`config.mk`:
```
export PLATFORM = sky130hd
export DESIGN_NAME = rba_ctrl
export DESIGN_NICKNAME = d
export VERILOG_FILES = /design/src/rtl/core/rba_pkg.sv /design/src/rtl/core/rba_ctrl.sv
export SDC_FILE = /design/constraint.sdc
export NUM_CORES = 1
export LEC_CHECK = 0
export BUFFER_PORTS_ARGS = -buffer_cell sky130_fd_sc_hd__buf_4
export CORE_AREA = 2 2 39 41
export DETAILED_ROUTE_END_ITERATION = 12
export DIE_AREA = 0 0 41 43
export PLACE_DENSITY = 0.87
export REMOVE_ABC_BUFFERS = 1
export SYNTH_ARGS = -nofsm -noshare
export SYNTH_HDL_FRONTEND = slang
export SYNTH_SLANG_ARGS = --single-unit
```
`constraint.sdc`:
```
create_clock -name clk -period 3.2 [get_ports clk]
set_clock_uncertainty 0.15 [all_clocks]
set_input_delay 0.32 -clock clk [delete_from_list [all_inputs] [get_ports clk]]
set_output_delay 0.32 -clock clk [all_outputs]
set_load 0.005 [all_outputs]
```
`src/rtl/core/rba_pkg.sv`:
```
// Shared constants, codes and controller/datapath interface types for the bitmap allocator.
package rba_pkg;

  localparam int RECORD_BITS   = 256;
  localparam int MAX_RECORDS   = 64;
  localparam int MAX_ALLOC     = 16;
  localparam int WORD_W        = 64;
  localparam int POS_W         = 6;
  localparam int WORDS_PER_REC = RECORD_BITS / WORD_W;
  localparam int TOTAL_WORDS   = MAX_RECORDS * WORDS_PER_REC;
  localparam int WADDR_W       = (TOTAL_WORDS > 1) ? $clog2(TOTAL_WORDS) : 1;
  localparam int NREC_W        = 7;
  localparam int CAP_W         = 15;
  localparam int CNT_W         = $clog2(MAX_ALLOC + 1);
  localparam int K_W           = (MAX_ALLOC > 1) ? $clog2(MAX_ALLOC) : 1;
  localparam int IDX_W         = 32;
  localparam int BIT_W         = 16;
  localparam int CMDF_W        = 2;
  localparam int COUNT_W       = 5;
  localparam int IN_DATA_W     = 24;
  localparam int OUT_DATA_W    = 56;
  localparam int CFG_IDX_W     = 2;
  localparam int CFG_DATA_W    = 32;

  localparam logic [CMDF_W-1:0] CMD_ALLOC = 2'd0;
  localparam logic [CMDF_W-1:0] CMD_SET   = 2'd1;
  localparam logic [CMDF_W-1:0] CMD_CLEAR = 2'd2;
  localparam logic [CMDF_W-1:0] CMD_QUERY = 2'd3;

  localparam logic [CFG_IDX_W-1:0] REG_NUM_RECORDS = 2'd0;
  localparam logic [CFG_IDX_W-1:0] REG_SEQ_MODE    = 2'd1;
  localparam logic [CFG_IDX_W-1:0] REG_SEQ_START   = 2'd2;

  localparam logic [1:0] EK_ONE = 2'd0;
  localparam logic [1:0] EK_BUF = 2'd1;
  localparam logic [1:0] EK_SEQ = 2'd2;

  typedef struct packed {
    logic       clr_wr;
    logic       load;
    logic       rd_word;
    logic       rd_bit;
    logic       word_load;
    logic       take;
    logic       word_wr;
    logic       waddr_inc;
    logic       bmod;
    logic       emit;
    logic       emit_last;
    logic [1:0] emit_kind;
  } rba_cmd_t;

  typedef struct packed {
    logic              clr_last;
    logic [CMDF_W-1:0] in_cmd;
    logic              seq_mode;
    logic              want_zero;
    logic              cap_zero;
    logic              bit_oob;
    logic              sc_hit;
    logic              got_full;
    logic              got_zero;
    logic              word_last;
    logic              out_free;
    logic              buf_last;
    logic              seq_last;
  } rba_stat_t;

endpackage

```
`src/rtl/core/rba_ctrl.sv`:
```
// Sequencing state machine for the bitmap allocator.
module rba_ctrl import rba_pkg::*; (
  input  logic      clk,
  input  logic      rst_n,
  input  logic      in_tvalid,
  output logic      in_tready,
  input  rba_stat_t st,
  output rba_cmd_t  cmd
);

  localparam logic [3:0] S_CLR   = 4'd0;
  localparam logic [3:0] S_IDLE  = 4'd1;
  localparam logic [3:0] S_SRD   = 4'd2;
  localparam logic [3:0] S_SLOAD = 4'd3;
  localparam logic [3:0] S_SCAN  = 4'd4;
  localparam logic [3:0] S_BRD   = 4'd5;
  localparam logic [3:0] S_BMOD  = 4'd6;
  localparam logic [3:0] S_E_ONE = 4'd7;
  localparam logic [3:0] S_E_BUF = 4'd8;
  localparam logic [3:0] S_E_SEQ = 4'd9;

  logic [3:0] state_r, state_nxt;

  assign in_tready = (state_r == S_IDLE);

  always_comb begin
    state_nxt = state_r;
    cmd       = '0;
    cmd.emit_kind = EK_ONE;
    case (state_r)
      S_CLR: begin
        cmd.clr_wr = 1'b1;
        if (st.clr_last) state_nxt = S_IDLE;
      end
      S_IDLE: begin
        if (in_tvalid) begin
          cmd.load = 1'b1;
          case (st.in_cmd)
            CMD_ALLOC: begin
              if (st.want_zero) state_nxt = S_E_ONE;
              else if (st.seq_mode) state_nxt = S_E_SEQ;
              else if (st.cap_zero) state_nxt = S_E_ONE;
              else state_nxt = S_SRD;
            end
            CMD_SET, CMD_CLEAR: begin
              state_nxt = st.bit_oob ? S_E_ONE : S_BRD;
            end
            default: state_nxt = S_E_ONE;
          endcase
        end
      end
      S_SRD: begin
        cmd.rd_word = 1'b1;
        state_nxt   = S_SLOAD;
      end
      S_SLOAD: begin
        cmd.word_load = 1'b1;
        state_nxt     = S_SCAN;
      end
      S_SCAN: begin
        if (st.sc_hit) begin
          cmd.take = 1'b1;
        end else begin
          // write back the word, then move on or finish
          cmd.word_wr = 1'b1;
          if (st.got_full || st.word_last) begin
            state_nxt = st.got_zero ? S_E_ONE : S_E_BUF;
          end else begin
            cmd.waddr_inc = 1'b1;
            state_nxt     = S_SRD;
          end
        end
      end
      S_BRD: begin
        cmd.rd_bit = 1'b1;
        state_nxt  = S_BMOD;
      end
      S_BMOD: begin
        cmd.bmod  = 1'b1;
        state_nxt = S_E_ONE;
      end
      S_E_ONE, S_E_BUF, S_E_SEQ: begin
        cmd.emit_last = 1'b1;
        if (state_r == S_E_BUF) begin
          cmd.emit_kind = EK_BUF;
          cmd.emit_last = st.buf_last;
        end else if (state_r == S_E_SEQ) begin
          cmd.emit_kind = EK_SEQ;
          cmd.emit_last = st.seq_last;
        end
        if (st.out_free) begin
          cmd.emit = 1'b1;
          if (cmd.emit_last) state_nxt = S_IDLE;
        end
      end
      default: state_nxt = S_IDLE;
    endcase
  end

  always_ff @(posedge clk) begin
    if (!rst_n) state_r <= S_CLR;
    else state_r <= state_nxt;
  end

endmodule

```
==> summary.md, run 1 <==
| Metric | Value |
|---|---|
| Area occupied by multi-input gates | `~450 um2` |
| Reg power frac | `0.302` |
| Yosys warns | `0` |
| CP Data Required Time | `2.73 ns` |
| Post-Synth XOR/XNOR Area | `0` |
| Final wirelength | `between 1500 and 2000 um` |
| Routability Congestion | `approximately 0.84` |
| NumNets Final | `126` |
| CTS resizes | `0` |
| CTS tree | `built` |
| Final setup viols | `0` |
| IR drop worst, VDD | `between 0.2 and 0.25 mV` |
| Mapped Area | `604 um2` |
| I/O pin count | `31` |
| Syn Area/Cell | `7.55 um2` |
| Post-DP Area | `just under 800 um2` |
| Die area | `around 0.0018 mm2` |
| Synth-to-layout area growth | `35.4%` |
| Remaining DRCs | `0` |
| Main combinational cell family by area after synthesis | `simple AND/OR/NAND/NOR gates` |
| CP Launch Type | `flop` |
| Clock sink total | `4` |
| GRT Resource Usage Total | `0.196` |
| Routed WL per cell | `roughly 13 um` |
| Worst hold path class | `primary input to flop` |
| Post-route cell area | `between 800 and 900 um2` |
| Diodes inserted | `0` |
| Vias in the first global route | `slightly below 600` |
| Yosys reg bits | `4` |
| Comb pwr share | `0.566` |
| Post-synthesis mux area share | `0.0497` |
| Biggest regs | `state_r: 4 flops` |
| Largest cells by area after synthesis | `dfxtp_1 13%, mux2i_1 5.0%, and2_1 4.1%` |
| Crit path capture type | `primary output` |
| Row count | `14` |
| Synth cell types | `37` |
| Total vias in the final route | `671` |
| CTS Buf Count | `3` |
| NetSw | `0.208 mW` |
| Post-synthesis adder-cell area fraction | `0.0414` |
| Core area | `about 0.0014 mm2` |
| GRT Residual Overflow | `0` |
| FILL cells | `~130` |
| Max reg flops | `4` |
| CTS clk-pin slew, worst paths | `around 0.040 ns` |
| Sw frac | `0.445` |
| Cts hold-fix bufs | `0` |
| Slew @ Worst Pin | `around 0.63 ns` |
| Max Cap Viol | `0` |
| CTS root buffer | `clkbuf_4` |
| Largest net degree at the start of global routing | `19` |
| Die Ht | `approximately 43 um` |
| Simple-gate share of the synthesized area | `0.362` |
| Unrepaired setup endpoints after global routing | `false` |
| Tmin final | `2.36 ns` |
| Fin crit share | `0.738` |
| Final hold violation count | `0` |
| Top-area cell type share of the netlist area | `0.133` |
| Biggest register | `state_r` |
| Post-detail-place hpwl | `~1200 um` |
| Compound-Gate Fraction of Synth Area | `0.294` |
| DR pass1 iterations | `4` |
| Seq/Total Area, Yosys | `0.133` |
| First DRT Iteration DRCs | `2` |
| Clk buf depth | `2` |
| Worst skew pair latency | `~0.23 ns` |
| Pint | `roughly 0.26 mW` |
| Power Dens Cells | `571 mW/mm2` |
| Clock group share of total power | `0.132` |
| CP Data Arrival Time | `1.89 ns` |
| Worst setup path class | `flop to primary output` |
| Post-CTS Setup Bufs | `0` |
| Register area | `between 80 and 90 um2` |
| Antenna violations before repair | `0` |
| Max transition margin | `0.579` |
| Synth area leader | `dfxtp_1` |
| Leak | `around 0.37 nW` |
| Global-route wire length before repair | `between 2000 and 2500 um` |
| Critical-path maximum fanout | `18` |
| Max Fclk | `around 420 MHz` |
| Input/output buffers | `30` |
| ANT nets after route | `0` |
| Initial Utilization | `0.437` |
| Total negative slack | `0 ns` |
| CTS H-tree lvls | `1` |
| Die Wd | `41 um` |
| Final Max Slew Viols | `0` |
| Share of cells above drive strength 1 | `0.362` |
| Final cell utilization of the core | `0.591` |
| Status | `finished clean` |
| Post-Syn Instances | `80` |
| Via-per-instance ratio | `roughly 5.5` |
critical path: stages (launching register included):
cell and delay (ns):
dfxtp_1 0.65, or4b_2 0.67, nor4_1 0.19, buf_4 0.15
cell usage in the layout, fill, tap and decap left out, types with 4 or more instances in the layout:
cell type / instances
a21oi_1: 4
and2_1: 4
buf_4: 30
dfxtp_1: 4
inv_1: 5
nand2_1: 5
nor2_1: 6
nor3_1: 5
nor4_1: 4
synthesized netlist by cell type:
cell type,instances
buf_2,1
buf_4,2
o211ai_1,2
buf_6,2
dfxtp_1,4
nor2_1,6
o31ai_1,1
o22ai_1,1
inv_1,5
mux2i_1,3
a211o_1,1
nor3b_1,1
a21boi_0,1
o41ai_1,1
o21ai_0,2
o21a_1,2
nand2_1,5
nor4_1,4
or4b_1,1
a21oi_1,4
a22o_1,1
nor4b_4,1
and2_1,4
ha_1,2
a21oi_2,1
a211oi_1,1
o21bai_1,2
nand2b_1,3
clkbuf_1,3
o41ai_2,1
or4b_2,1
nand4b_1,1
a221o_1,1
nor3_1,5
nor2b_1,1
a211oi_2,1
or3b_1,2
stage by stage:
step	std cells	hold WS, ns	setup slack, ns	power [mW]
2_1_floorplan	72	0.318	1.31	0.289
3_5_place_dp	118	0.475	1.09	0.400
4_1_cts	121	0.233	0.835	0.467
6_report	121	0.236	0.840	0.468
5_1_grt	121	0.239	0.717	0.505
3_3_place_gp	118	0.464	1.14	0.392
worst paths after layout:
kind / from / cells after the start / end / slack [ns]
min reg2reg: state_r[3] / 2 / state_r[3] / 0.52
min: rst_n / 3 / state_r[3] / 0.24
max reg2reg: state_r[1] / 4 / state_r[1] / 1.09
max: state_r[2] / 3 / cmd[5] / 0.84
routing by layer:
metal	wire [um]	GRT usage
met5	0	0
met3	95	0.0157
met1	668	0.250
met4	34	0.100
met2	750	0.309
cell families (layout without fill, tap and decap cells):
| family | Yosys count | count (layout) |
|---|---|---|
| flip-flops | 4 | 4 |
| multiplexers | 3 | 3 |
| adder cells (fa/ha/maj) | 2 | 2 |
| AND/OR/NAND/NOR | 35 | 35 |
| AO/OA/AOI/OAI | 23 | 23 |
| buffers and inverters | 13 | 38 |
area by class of cell:
| type | instances | area share |
|---|---|---|
| clock buffer | 3 | 0.0275 |
| timing repair buffer | 30 | 0.275 |
| multi-input combinational | 63 | 0.552 |
| sequential | 4 | 0.0979 |
| tap | 16 | 0.0245 |
| inverter | 5 | 0.0229 |
power by group through the flow:
stage | clock network (mW) | logic [mW] | registers (mW)
2_1_floorplan | 0 | 0.169 | 0.120
3_3_place_gp | 0 | 0.257 | 0.136
3_5_place_dp | 0 | 0.261 | 0.139
4_1_cts | 0.0633 | 0.265 | 0.139
5_1_grt | 0.0664 | 0.293 | 0.146
6_report | 0.0618 | 0.264 | 0.141
Power figures use the tool's default switching activity.
==> run 2: changes to the inputs <==
--- a/config.mk
+++ b/config.mk
@@ -5,11 +5,12 @@
 export SDC_FILE = /design/constraint.sdc
 export NUM_CORES = 1
 export LEC_CHECK = 0
+export ABC_AREA = 1
 export BUFFER_PORTS_ARGS = -buffer_cell sky130_fd_sc_hd__buf_4
-export CORE_AREA = 2 2 39 41
+export CORE_MARGIN = 1.5
+export CORE_UTILIZATION = 43
 export DETAILED_ROUTE_END_ITERATION = 12
-export DIE_AREA = 0 0 41 43
-export PLACE_DENSITY = 0.87
+export PLACE_DENSITY = 0.84
 export REMOVE_ABC_BUFFERS = 1
 export SYNTH_ARGS = -nofsm -noshare
 export SYNTH_HDL_FRONTEND = slang
==> constraint.sdc (replaced) <==
create_clock -name clk -period 2.35 [get_ports clk]
set_clock_uncertainty 0.15 [all_clocks]
set_input_delay 0.235 -clock clk [delete_from_list [all_inputs] [get_ports clk]]
set_output_delay 0.235 -clock clk [all_outputs]
set_load 0.005 [all_outputs]
==> run 2 against run 1 <==
Compared with the run above:
- combinational power is 120% higher
- global-route usage is 3.1 points higher
- synthesized cell count is 39% higher
- core utilization is 6.9 points higher
- routed wire length is 7.5% lower
- critical endpoint unchanged
- highest routed layer is now met3
==> summary.md, run 2 <==
| Metric | Value |
|---|---|
| Cts hold-fix bufs | `0` |
| Max transition margin | `0.825` |
| Initial Utilization | `0.453` |
| CP Data Required Time | `about 2.0 ns` |
| CTS tree | `built` |
| Global-route wire length before repair | `between 2000 and 2500 um` |
| Final hold violation count | `0` |
| IR drop worst, VDD | `0.572 mV` |
| Biggest register | `state_r` |
| GRT Residual Overflow | `0` |
| Leak | `slightly above 0.5 nW` |
| DR pass1 iterations | `4` |
| Via-per-instance ratio | `roughly 4.6` |
| Diodes inserted | `0` |
| First DRT Iteration DRCs | `26` |
| Total negative slack | `0 ns` |
| Antenna violations before repair | `0` |
| Synth-to-layout area growth | `45.8%` |
| Post-route insts no fill | `approximately 160` |
| Slew @ Worst Pin | `about 0.26 ns` |
| Seq/Total Area, Yosys | `0.138` |
| Max reg flops | `4` |
| Vias in the first global route | `slightly above 600` |
| CTS Buf Count | `3` |
| Max Cap Viol | `0` |
| Post-detail-place hpwl | `1260 um` |
| Row count | `13` |
| Worst skew pair latency | `approximately 0.23 ns` |
| Asr flop ratio synth | `0` |
| Worst hold path class | `primary input to flop` |
| CP Data Arrival Time | `1.30 ns` |
| Die Wd | `39.8 um` |
| Synth area leader | `nand2_1` |
| Yosys warns | `0` |
| Final cell utilization of the core | `0.660` |
| Die Ht | `between 30 and 40 um` |
| WHS | `0.0972 ns` |
| Reg2Reg Depth | `8` |
| CTS clk-pin slew, worst paths | `0.04 ns` |
| Setup crit start | `state_r[1]` |
| Biggest regs | `state_r: 4 flops` |
| CTS H-tree lvls | `1` |
| Total vias in the final route | `a little over 700` |
| Post-CTS Setup Bufs | `0` |
| Max Fclk | `between 500 and 600 MHz` |
| Top-count cell post-synth | `nand2_1` |
| Final worst slack | `between 0.6 and 0.7 ns` |
| Critical-path maximum fanout | `7` |
| ANT nets after route | `0` |
| Largest cells by area after synthesis | `nand2_1 19%, dfxtp_1 14%, nor2_1 13%` |
| Post-synth EDFFs | `0` |
| Crit path capture type | `primary output` |
| Input/output buffers | `30` |
| Status | `finished clean` |
| Share of cells above drive strength 1 | `0.361` |
| Yosys reg bits | `4` |
| Setup slack, reg-to-reg | `about 0.85 ns` |
| CP endpoint | `cmd[5]` |
| Ys flop type | `dfxtp_1` |
| Remaining DRCs | `0` |
| Clk buf depth | `2` |
| Post-DP Area | `between 800 and 900 um2` |
| Final setup viols | `0` |
| Highest-count cells in the layout ignoring fill and taps | `30 x nand2_1, 30 x buf_4, 20 x nor2_1, 15 x inv_1, 9 x inv_2` |
| NumNets Final | `165` |
| Mapped Area | `between 500 and 600 um2` |
| Commonest cells post-synth | `30 x nand2_1, 20 x nor2_1, 15 x inv_1, 9 x inv_2, 6 x nand3_1` |
| Final wirelength | `~1400 um` |
| Unrepaired setup endpoints after global routing | `false` |
| Placed cell count | `roughly 160` |
| Crit Reg-Reg Startpoint | `state_r[3]` |
| Top-area cell type share of the netlist area | `0.194` |
| Worst R2R End | `state_r[0]` |
| Post-Syn Instances | `111` |
| CTS root buffer | `clkbuf_4` |
| I/O pin count | `31` |
| FILL cells | `130` |
| DP Worst Slack | `around 0.85 ns` |
| Post-route cell area | `848 um2` |
| Fin crit share | `0.716` |
| Final Max Slew Viols | `0` |
| Die area | `between 0.0015 and 0.002 mm2` |
| GRT Resource Usage Total | `0.226` |
| CP Launch Type | `flop` |
| Tmin final | `~1.7 ns` |
| CTS resizes | `0` |
| Power Dens Cells | `945 mW/mm2` |
| Worst setup path class | `flop to primary output` |
| Clock sink total | `4` |
| Largest net degree at the start of global routing | `8` |
| Synth cell types | `20` |
| Total Power | `between 0.8 and 0.9 mW` |
| Routability Congestion | `slightly above 0.8` |
| Syn Area/Cell | `around 5.2 um2` |
| Core area | `around 0.0013 mm2` |
| Routed WL per cell | `approximately 9 um` |
run 2: layout make-up:
| type | count | area (um2) | share of cell area |
|---|---|---|---|
| Multi-Input combinational cell | 82 | 408 | 0.481 |
| Tap cell | 15 | 18.8 | 0.0221 |
| Inverter | 25 | 93.8 | 0.111 |
| Clock buffer | 3 | 22.5 | 0.0265 |
| Timing Repair Buffer | 30 | 225 | 0.265 |
| Sequential cell | 4 | 80.1 | 0.0944 |
run 2: cell families after synthesis:
| family | Yosys count | synth area share |
|---|---|---|
| AOI/OAI and AO/OA | 10 | 0.101 |
| and+or+nand+nor | 70 | 0.557 |
| DFF | 4 | 0.138 |
| adders and majority gates | 2 | 0.0430 |
| buffers and inverters | 25 | 0.161 |
run 2: power breakdown:
part,internal [mW],switching (mW),total [mW]
Sequential,0.0961,0.0392,0.135
Clock,0.0570,0.0256,0.0826
Combinational,0.237,0.347,0.584
Total,0.390,0.412,0.802
run 2: worst max-delay path: stages (launching register included):
cell	delay, ns
dfxtp_1	0.36
nor2_1	0.25
nand2_1	0.17
nor3_1	0.16
buf_4	0.13
run 2: per-layer routing:
layer  track usage  routed length (um)
met3        0.0341                  52
met4        0.0776                   0
met5             0                   0
met2         0.344                 702
met1         0.316                 676
run 2: worst min path at each step:
stage | startpoint | to | slack (ns) | depth (start not counted)
6_report | rst_n | state_r[2] | 0.1 | 3
5_1_grt | rst_n | state_r[2] | 0.11 | 3
4_1_cts | rst_n | state_r[2] | 0.09 | 3
3_5_place_dp | rst_n | state_r[2] | 0.34 | 3
3_3_place_gp | rst_n | state_r[2] | 0.33 | 3
2_1_floorplan | rst_n | state_r[1] | 0.19 | 2
==> run 3: changes to the inputs <==
--- a/config.mk
+++ b/config.mk
@@ -8,9 +8,9 @@
 export ABC_AREA = 1
 export BUFFER_PORTS_ARGS = -buffer_cell sky130_fd_sc_hd__buf_4
 export CORE_MARGIN = 1.5
-export CORE_UTILIZATION = 43
+export CORE_UTILIZATION = 39
 export DETAILED_ROUTE_END_ITERATION = 12
-export PLACE_DENSITY = 0.84
+export PLACE_DENSITY = 0.81
 export REMOVE_ABC_BUFFERS = 1
 export SYNTH_ARGS = -nofsm -noshare
 export SYNTH_HDL_FRONTEND = slang
==> constraint.sdc (replaced) <==
create_clock -name clk -period 1.5 [get_ports clk]
set_clock_uncertainty 0.15 [all_clocks]
set_input_delay 0.15 -clock clk [delete_from_list [all_inputs] [get_ports clk]]
set_output_delay 0.15 -clock clk [all_outputs]
set_load 0.005 [all_outputs]
==> run 3 against run 2 <==
Compared with the run above:
- the flow now finishes with violations (negative setup slack)
- core utilization is 4.5 points higher
- first-iteration DRC count is 12% lower
- clock-buffer cell count stayed put
- register-to-register slack worse by 0.78 ns
- via count is 9.9% higher
- hold slack worse by 0.087 ns
- critical path depth is 3 higher
- global-route usage is 3.8 points lower
==> summary.md, run 3 (synthesis gave the netlist of run 2 again) <==
| Metric | Value |
|---|---|
| Status | `complete, but fails checks` |
| Failing checks | `negative setup slack` |
| FILL cells | `around 110` |
| Power Dens Cells | `1540 mW/mm2` |
| DR pass1 iterations | `4` |
| NumNets Final | `~170` |
| Unrepaired setup endpoints after global routing | `true` |
| CTS root buffer | `clkbuf_4` |
| Highest-count cells in the layout ignoring fill and taps | `32 x buf_4, 26 x nand2_1, 18 x nor2_1, 13 x inv_1, 8 x inv_2` |
| CP Data Required Time | `1.20 ns` |
| Vias in the first global route | `slightly below 700` |
| CTS H-tree lvls | `1` |
| IR drop worst, VDD | `0.804 mV` |
| Via-per-instance ratio | `~4.9` |
| Antenna violations before repair | `0` |
| ANT nets after route | `0` |
| Tmin final | `1.58 ns` |
| Largest net degree at the start of global routing | `8` |
| Worst hold path class | `primary input to flop` |
| Critical-path maximum fanout | `7` |
| GRT Residual Overflow | `0` |
| Total vias in the final route | `about 800` |
| Clk buf depth | `2` |
| Input/output buffers | `30` |
| Setup crit start | `state_r[1]` |
| Final hold violation count | `0` |
| Initial Utilization | `0.431` |
| Leak | `0.539 nW` |
| CTS Buf Count | `3` |
| Hold Crit Depth | `3` |
| Biggest regs | `state_r: 4 flops` |
| CTS tree | `built` |
| Die area | `0.00173 mm2` |
| CP Launch Type | `flop` |
| Final wirelength | `around 1800 um` |
| DP Worst Slack | `0.0248 ns` |
| Remaining DRCs | `0` |
| Biggest register | `state_r` |
| Max Cap Viol | `0` |
| Final worst slack | `-0.0759 ns` |
| Routability Congestion | `between 0.8 and 0.9` |
| Slew @ Worst Pin | `0.222 ns` |
| Synth-to-layout area growth | `63.7%` |
| Max reg flops | `4` |
| Row count | `13` |
| Worst setup path class | `flop to primary output` |
| Min-delay src | `rst_n` |
| Share of cells above drive strength 1 | `0.469` |
| Worst skew pair latency | `around 0.23 ns` |
| I/O pin count | `31` |
| Post-detail-place hpwl | `1270 um` |
| Die Ht | `41.6 um` |
| Routed WL per cell | `between 10 and 15 um` |
| Global-route wire length before repair | `between 2000 and 3000 um` |
| Cts hold-fix bufs | `0` |
| Clock sink total | `4` |
| Crit path capture type | `primary output` |
| Setup slack, reg-to-reg | `roughly 0.070 ns` |
| Fin crit share | `1.05` |
| Die Wd | `roughly 42 um` |
| Max transition margin | `0.850` |
| Crit Reg-Reg Startpoint | `state_r[3]` |
| GRT Resource Usage Total | `0.188` |
| Core area | `about 0.0014 mm2` |
| Post-route insts no fill | `approximately 160` |
| Worst R2R End | `state_r[0]` |
| Commonest non-fill, non-tap cell in the layout | `buf_4` |
| Final setup viols | `1` |
| Reg2Reg Depth | `8` |
| Total negative slack | `-0.0759 ns` |
| First DRT Iteration DRCs | `23` |
| Hold Path End | `state_r[1]` |
| Diodes inserted | `0` |
| CTS clk-pin slew, worst paths | `approximately 0.04 ns` |
| Placed cell count | `approximately 160` |
| Max Fclk | `635 MHz` |
| Final Max Slew Viols | `0` |
| CP Data Arrival Time | `approximately 1.3 ns` |
| WHS | `0.0101 ns` |
==> run 3: cell types whose count changed in the layout (fill, tap and decap cells not counted), sizes merged <==
| cell | delta |
|---|---|
| buf | +3 |
==> run 3: layout make-up <==
| class | count | area [um2] | share of cell area |
|---|---|---|---|
| clock buffers | 3 | 22.5 | 0.0237 |
| inverters | 25 | 104 | 0.109 |
| multi-input cells | 82 | 460 | 0.484 |
| flip-flops and latches | 4 | 95.1 | 0.0999 |
| well taps | 15 | 18.8 | 0.0197 |
| repair buffers | 33 | 251 | 0.264 |
==> run 3: timing repair <==
| item | CTS | global route |
|---|---|---|
| endpoints found under the setup margin | 7 | 13 |
| hold endpoints to repair | 0 | 0 |
| resized for setup | 11 | 17 |
| setup buffers | 0 | 3 |
| pin swaps | 1 | 7 |
==> run 3: power breakdown <==
group / internal, mW / switching (mW)
Combinational: 0.439 / 0.614
Clock: 0.0894 / 0.0426
Sequential: 0.175 / 0.106
Total: 0.704 / 0.763
==> run 3: layer usage <==
metal  vias to the layer above  GRT usage  wire length, um
met1                       352      0.223              766
met4                         0     0.0774                5
met2                        28      0.325              895
met5                         -          0                0
li1                        414          -                -
met3                         2     0.0391               98
==> run 3: how the worst max path moves through the flow <==
stage	end	slack (ns)	cells after the start
3_3_place_gp	state_r[3]	0.02	9
4_1_cts	cmd[11]	-0.03	4
2_1_floorplan	state_r[0]	0.17	9
3_5_place_dp	state_r[0]	0.02	9
5_1_grt	cmd[2]	-0.14	7
6_report	cmd[2]	-0.08	7
==> run 3: metrics by stage <==
step                instance area, um2  total power [mW]   util
floorplan                          582             0.822      -
CTS                                878              1.31  0.651
global placement                   826              1.10  0.612
detailed placement                 826              1.12  0.612
global route                       952              1.60  0.705
finish                             952              1.47  0.705
==> run 3: worst max-delay path, cell delays in order (launching register included) <==
cell and delay [ns]:
dfxtp_4 0.37, inv_4 0.07, nand3_4 0.11, nor2_4 0.15
nand2_2 0.06, nand2_2 0.08, nor2_1 0.06, buf_4 0.13
